--- config.mk ---
export PLATFORM = sky130hd
export DESIGN_NAME = bary_dot
export DESIGN_NICKNAME = d
export VERILOG_FILES = /design/src/rtl/bary_pkg.sv /design/src/rtl/bary_dot.sv
export SDC_FILE = /design/constraint.sdc
export NUM_CORES = 2
export LEC_CHECK = 0
export BUFFER_PORTS_ARGS = -buffer_cell sky130_fd_sc_hd__clkbuf_2
export CAP_MARGIN = 20
export CORE_MARGIN = 10
export CORE_UTILIZATION = 55
export DETAILED_ROUTE_END_ITERATION = 10
export PLACE_DENSITY_LB_ADDON = 0.25
export SLEW_MARGIN = 30
export SYNTH_ARGS = -nofsm -noshare
export SYNTH_HDL_FRONTEND = slang
export SYNTH_SLANG_ARGS = --single-unit
--- constraint.sdc ---
create_clock -name clk -period 14.4 [get_ports clk]
set_clock_uncertainty 0.15 [all_clocks]
set_input_delay 0.72 -clock clk [delete_from_list [all_inputs] [get_ports clk]]
set_output_delay 0.72 -clock clk [all_outputs]
set_load 0.1 [all_outputs]
--- src/rtl/bary_pkg.sv ---
package bary_pkg;

  localparam int COORD_BITS = 12;
  localparam int DIFF_W     = COORD_BITS + 1;   // signed vertex/pixel difference
  localparam int PROD_W     = 2 * DIFF_W;       // signed coordinate product
  localparam int DOT_W      = PROD_W + 1;       // signed dot product
  localparam int WIDE_W     = 2 * DOT_W;        // signed product of dot products
  localparam int NUM_W      = WIDE_W + 1;       // signed divider / numerators
  localparam int MAG_W      = NUM_W - 1;        // magnitude once normalized
  localparam int COLOR_W    = 8;
  localparam int COLOR_MAX  = (1 << COLOR_W) - 1;
  localparam int REM_W      = MAG_W + COLOR_W;  // holds 255 * numerator

  localparam int NLANE      = 3;
  localparam int LANE_RED   = 0;
  localparam int LANE_GREEN = 1;
  localparam int LANE_BLUE  = 2;

  localparam int CFG_IDX_W  = 3;
  localparam logic [CFG_IDX_W-1:0] REG_A_X = CFG_IDX_W'(0);
  localparam logic [CFG_IDX_W-1:0] REG_A_Y = CFG_IDX_W'(1);
  localparam logic [CFG_IDX_W-1:0] REG_B_X = CFG_IDX_W'(2);
  localparam logic [CFG_IDX_W-1:0] REG_B_Y = CFG_IDX_W'(3);
  localparam logic [CFG_IDX_W-1:0] REG_C_X = CFG_IDX_W'(4);
  localparam logic [CFG_IDX_W-1:0] REG_C_Y = CFG_IDX_W'(5);

  typedef struct packed {
    logic [COORD_BITS-1:0] x;
    logic [COORD_BITS-1:0] y;
  } point_t;

  typedef struct packed {
    point_t a;
    point_t b;
    point_t c;
  } verts_t;

  typedef struct packed {
    logic signed [DOT_W-1:0] uu;
    logic signed [DOT_W-1:0] vv;
    logic signed [DOT_W-1:0] uv;
    logic signed [DOT_W-1:0] wu;
    logic signed [DOT_W-1:0] wv;
  } dot_t;

  typedef struct packed {
    logic             hit;
    logic [MAG_W-1:0] d;
    logic [MAG_W-1:0] ns;
    logic [MAG_W-1:0] nt;
    logic [MAG_W-1:0] nb;
  } weight_t;

  typedef struct packed {
    logic                           hit;
    logic [NLANE-1:0][COLOR_W-1:0]  q;
  } color_t;

  function automatic logic signed [DIFF_W-1:0] coord_diff(input logic [COORD_BITS-1:0] a,
                                                          input logic [COORD_BITS-1:0] b);
    return $signed({1'b0, a}) - $signed({1'b0, b});
  endfunction

endpackage

--- src/rtl/bary_dot.sv ---
module bary_dot (
  input  logic             clk,
  input  logic             rst_n,
  input  logic             in_valid,
  output logic             in_ready,
  input  bary_pkg::point_t in_pix,
  input  bary_pkg::verts_t verts,
  output logic             out_valid,
  input  logic             out_ready,
  output bary_pkg::dot_t   out_dot
);
  import bary_pkg::*;

  localparam int NS = 3;

  logic [NS-1:0] v_r;
  logic [NS:0]   en;

  // stage 0: edge vectors from vertex c
  logic signed [DIFF_W-1:0] ux_r, uy_r, vx_r, vy_r, wx_r, wy_r;
  // stage 1: coordinate products
  logic signed [PROD_W-1:0] sq_ux_r, sq_uy_r, sq_vx_r, sq_vy_r;
  logic signed [PROD_W-1:0] m_uv_x_r, m_uv_y_r, m_wu_x_r, m_wu_y_r, m_wv_x_r, m_wv_y_r;
  // stage 2: dot products
  dot_t dot_r;

  always_comb begin
    en[NS] = out_ready;
    for (int k = NS - 1; k >= 0; k--) begin
      en[k] = !v_r[k] || en[k+1];
    end
  end

  always_ff @(posedge clk) begin
    if (!rst_n) begin
      v_r <= '0;
    end else begin
      if (en[0]) v_r[0] <= in_valid;
      for (int k = 1; k < NS; k++) begin
        if (en[k]) v_r[k] <= v_r[k-1];
      end
    end
  end

  always_ff @(posedge clk) begin
    if (en[0]) begin
      ux_r <= coord_diff(verts.a.x, verts.c.x);
      uy_r <= coord_diff(verts.a.y, verts.c.y);
      vx_r <= coord_diff(verts.b.x, verts.c.x);
      vy_r <= coord_diff(verts.b.y, verts.c.y);
      wx_r <= coord_diff(in_pix.x, verts.c.x);
      wy_r <= coord_diff(in_pix.y, verts.c.y);
    end
    if (en[1]) begin
      sq_ux_r  <= PROD_W'(ux_r) * PROD_W'(ux_r);
      sq_uy_r  <= PROD_W'(uy_r) * PROD_W'(uy_r);
      sq_vx_r  <= PROD_W'(vx_r) * PROD_W'(vx_r);
      sq_vy_r  <= PROD_W'(vy_r) * PROD_W'(vy_r);
      m_uv_x_r <= PROD_W'(ux_r) * PROD_W'(vx_r);
      m_uv_y_r <= PROD_W'(uy_r) * PROD_W'(vy_r);
      m_wu_x_r <= PROD_W'(wx_r) * PROD_W'(ux_r);
      m_wu_y_r <= PROD_W'(wy_r) * PROD_W'(uy_r);
      m_wv_x_r <= PROD_W'(wx_r) * PROD_W'(vx_r);
      m_wv_y_r <= PROD_W'(wy_r) * PROD_W'(vy_r);
    end
    if (en[2]) begin
      dot_r.uu <= DOT_W'(sq_ux_r) + DOT_W'(sq_uy_r);
      dot_r.vv <= DOT_W'(sq_vx_r) + DOT_W'(sq_vy_r);
      dot_r.uv <= DOT_W'(m_uv_x_r) + DOT_W'(m_uv_y_r);
      dot_r.wu <= DOT_W'(m_wu_x_r) + DOT_W'(m_wu_y_r);
      dot_r.wv <= DOT_W'(m_wv_x_r) + DOT_W'(m_wv_y_r);
    end
  end

  assign in_ready  = en[0];
  assign out_valid = v_r[NS-1];
  assign out_dot   = dot_r;

endmodule

* Word level (Yosys, flattened, before mapping) *
Index checks and enable logic that the tools add are counted.

storage, ports and cells
  register bits after elaboration = 476
  bits in latches = 0
  RAM bits = 0
  ROM bits = 0
  output and inout bits = 137
  word-level logic and storage cells = 51
  memories = 0

operators by class
  add/sub/neg operators = 11
  multiply operators = 10
  div/mod/pow operators = 0
  magnitude comparators = 0
  equal/unequal tests = 0
  shifts and indexed selects = 0
  muxes and demuxes = 0
  bitwise operators = 0
  reduce and logical (&&, ||, !) cells = 6

operator list
  kind                                            number
  13-bit by 13-bit multiplier with 26-bit output  10
  26-bit by 26-bit adder with 27-bit output       5
  12-bit by 12-bit subtractor with 13-bit output  6
  1-bit logical NOT                               3
  1-bit logical OR                                3

* Longest topological paths before layout *
  depth after elaboration = 4
  mapped depth = 25

* Worst setup path before layout *
OpenSTA, ideal clock, no wires.

  path kind = reg-to-reg
  from = register v_r[2]
  to = register m_uv_x_r[0] (enable)
  arrival = 5471 ps
  data required time = 12289 ps
  path slack = 6817 ps
  cell stages (with the launch flop) = 3
  clock period less this slack = 7583 ps
  cells stage by stage = dfxtp_1 -> nor2b_1 -> nand2_1

on the way
  longest elaborated chain between the ends = 3

RTL lines
  what                               line            text
  from (decl)                        bary_dot.sv:16  logic [NS-1:0] v_r;
  from (signal, indexed assignment)  bary_dot.sv:40  if (en[k]) v_r[k] <= v_r[k-1];
  1-bit logical NOT                  bary_dot.sv:30  en[k] = !v_r[k] || en[k+1];
  1-bit logical OR (2 in a row)      bary_dot.sv:30
  net en[1]                          bary_dot.sv:17  logic [NS:0] en;
  to (signal assigned)               bary_dot.sv:59  m_uv_x_r <= PROD_W'(ux_r) * PROD_W'(vx_r);
  to (decl)                          bary_dot.sv:23  logic signed [PROD_W-1:0] m_uv_x_r, m_uv_y_r, m_wu_x_r, m_wu_y_r, m_wv_x_r, m_wv_y_r;

The timed path passes the listed nets, and every way through them passes these cells.
A chain may end at the register's enable or synchronous reset.

* Worst setup path after layout *
  from = register vx_r[12]
  to = register sq_vx_r[25], data pin

on the way
  longest elaborated chain between the ends = 1

RTL lines
  what                                            line            text
  from (decl)                                     bary_dot.sv:20  logic signed [DIFF_W-1:0] ux_r, uy_r, vx_r, vy_r, wx_r, wy_r;
  from (signal assigned)                          bary_dot.sv:49  vx_r <= coord_diff(verts.b.x, verts.c.x);
  13-bit by 13-bit multiplier with 26-bit output  bary_dot.sv:57  sq_vx_r <= PROD_W'(vx_r) * PROD_W'(vx_r);
  to (signal assigned)                            bary_dot.sv:57
  to (decl)                                       bary_dot.sv:22  logic signed [PROD_W-1:0] sq_ux_r, sq_uy_r, sq_vx_r, sq_vy_r;

No other way between the ends.

==> impl_metrics.toml <==
[global_route]
antenna_found_initial = 4
grt_max_degree = 163
grt_pass1_vias = 62128
grt_pass1_wl_um = 325000
globalRouteOverflowTotal = 0
grtUsageTotal_pct = 24.1

[synthesis]
yosys_warnings = 0
yosysMostFrequentCell = "inv_1"
synthArstFlopShare_pct = 0
synth_edf_count = 469
yosysSeqAreaShare_pct = 17.0
synth_top_cell_by_area = "fa_1"
synthTopCellsByArea = "fa_1, edfxtp_1, ha_1, inv_1, and2_1"
ys_ff_latch = 472
synth_top_area_share_pct = 37.3
syn_inst = 8364
synth.top_cells.by_count = "inv_1, fa_1, ha_1"
syn-num-nets = 10909
ys_dominant_reg_cell = "edfxtp_1"
syn_avg_cell_area_um2 = 9.95
netlist_area_um2 = 83300
synthDistinctLibCells = 84

[floorplanning]
coreArea_um2 = 150000
rows = 142
die_w_um = 409
die-area_um2 = 167000
start_util_pct = 55.5
pin_count = 237
die_h_um = 409

[sta]
max_freq_mhz = 136
setup-violations-final = 0
period_needed_ps = 7340
relSlewSlack_pct = 34.2
hold_viol_final = 0
tightest_slew_ps = 981
timing.setup.tns_ps = 0
report.final.slew_viol_count = 0
grt_setup_unrepaired = "false"
period_share_pct = 51.0

[cts]
clock_sinks = 472
postCtsSetupBuffers = 0
clk_path_buf_depth = 3
ctsResizeCount = 0
hold_buffers = 0
clk_latency_ps = 690
clk_pin_slew_ps = 60
cts_tree = "built"
cts_buffers = 58
htreeDepth = 2
clockRootBuffer = "clkbuf_16"

[hold_path]
hold_start = "in_valid"
hold_depth = 3
hold_path_class = "in2reg"
hold_path_end = "v_r[0]$_SDFFE_PN0P_"

[final_layout]
area_delta_synth_final_pct = 6.42
drive_gt1_share_pct = 5.54
nNetsFinal = 11028
final_core_util_pct = 59.0
final_cell_area_um2 = 88600

[route]
drc = 0
via_per_inst = 5.40
wirelength_um = 197000
drt_iter0_markers = 3398
num_vias = 56972
first_pass_iters = 7
wl_per_cell_um = 18.7
ant_nets = 0

[worst_setup_path]
crit_family = "adder cells"
timing.critical_path.mode_cell = "fa_1"
r2r_end = "sq_vx_r[25]$_DFFE_PP_"
path_cells = "buf_4, clkinv_1, nor2_1, xnor2_1, ha_1, inv_1, fa_1, inv_1, fa_1, fa_1, fa_1, fa_1, ha_1, a21o_1, a21o_1, a21oi_1, o21ai_1, a21boi_1, o21bai_1, a211oi_1, o21ai_1, xnor2_1"
critical-path-max-stage-delay_ps = 890
crit_required_ps = 14670
reg2reg_depth = 22
cp_slowest_cell = "clkinv_1"
start_kind = "flop"
cp.arrival_ps = 7610
critPathKind = "reg2reg"
crit_fanout = 27
r2r-start = "vx_r[12]$_DFFE_PP_"
reg2reg_slack_ps = 7060
worst-path-buf-inv = 4
crit_path_end_kind = "flop"

[place]
hpwl_um = 156000
placed_cell_area_um2 = 86700
io_buffers = 236
gp_congestion = 0.909

[flow_run]
cap_violations = 0

[outcome]
status = "completed"
-- placed cells by master (no fill, tap or decap), drive strengths merged, types with 72 or more instances in the layout --
cell    instances
a21o           91
a21oi         199
and2          535
buf            84
clkbuf        302
edfxtp        469
fa           1552
ha            893
inv          1895
nand2         831
nor2          393
nor3           72
o21ai         165
xnor2         320
xor2           82
-- per-stage QoR --
stage | hold slack, ps | instances | setup slack [ps]
3_5_place_dp | 389 | 10437 | 7140
6_report | 117 | 10544 | 7060
2_1_floorplan | 274 | 8364 | 6820
4_1_cts | 77.9 | 10540 | 7100
5_1_grt | 124 | 10542 | 6680
3_3_place_gp | 380 | 10435 | 7200
-- sequential cells by signal (all words and copies together) (netlist names), 25 cells and up --
| name | count |
|---|---|
| m_uv_y_r | 26 |
| sq_ux_r | 25 |
| out_dot | 135 |
| m_wv_y_r | 26 |
| sq_vy_r | 25 |
| sq_vx_r | 25 |
| sq_uy_r | 25 |
| m_uv_x_r | 26 |
| m_wu_y_r | 26 |
| m_wv_x_r | 26 |
| m_wu_x_r | 26 |
-- worst max path at each step --
stage,from,to,cells past startpoint
final,vx_r[12]$_DFFE_PP_,sq_vx_r[25]$_DFFE_PP_,22
after detailed placement,vy_r[12]$_DFFE_PP_,sq_vy_r[24]$_DFFE_PP_,23
after global routing,vx_r[12]$_DFFE_PP_,sq_vx_r[25]$_DFFE_PP_,22
after CTS,vx_r[12]$_DFFE_PP_,sq_vx_r[25]$_DFFE_PP_,22
after floorplan,v_r[2]$_SDFFE_PN0P_,m_uv_x_r[0]$_DFFE_PP_,2
after global placement,vx_r[12]$_DFFE_PP_,sq_vx_r[25]$_DFFE_PP_,22
-- layer usage --
layer / track usage [%] / up-vias / part of all wire [%]
li1: - / 26017 / -
met5: 0 / - / 0.014
met3: 3.76 / 339 / 6.2
met1: 30.9 / 28986 / 41
met2: 41.5 / 1626 / 49
met4: 7.94 / 4 / 3.5
-- cell families (layout without fill, tap and decap cells) --
family	Yosys count	in the layout	share of synthesized area, %
muxes	4	4	0.0496
AOI/OAI and AO/OA	769	769	6.19
DFF	472	472	17.0
and+or+nand+nor	2120	2120	12.1
xor gates and xnor gates	402	402	4.23
buffers and inverters	2152	2314	9.70
other	0	2	0
adders and majority gates	2445	2445	50.7
-- tightest hold or removal path: cells and delay by family --
| kind | cells | cell delay, ps |
|---|---|---|
| buffers and inverters | 2 | 120 |
| AOI/OAI and AO/OA | 1 | 60 |
-- cell type report --
cell class,count,area (um2)
Fill cell,12595,61500
Tap cell,2016,2520
Multi-Input combinational cell,5740,61100
Antenna cell,2,5.00
Sequential cell,472,14100
Timing Repair Buffer,320,1870
Inverter,1891,7100
Clock buffer,66,1510
Clock inverter,37,383
Power is left out: the tool's default activity adds up to more than one toggle a clock period on the data nets, which glitch-free logic cannot reach.
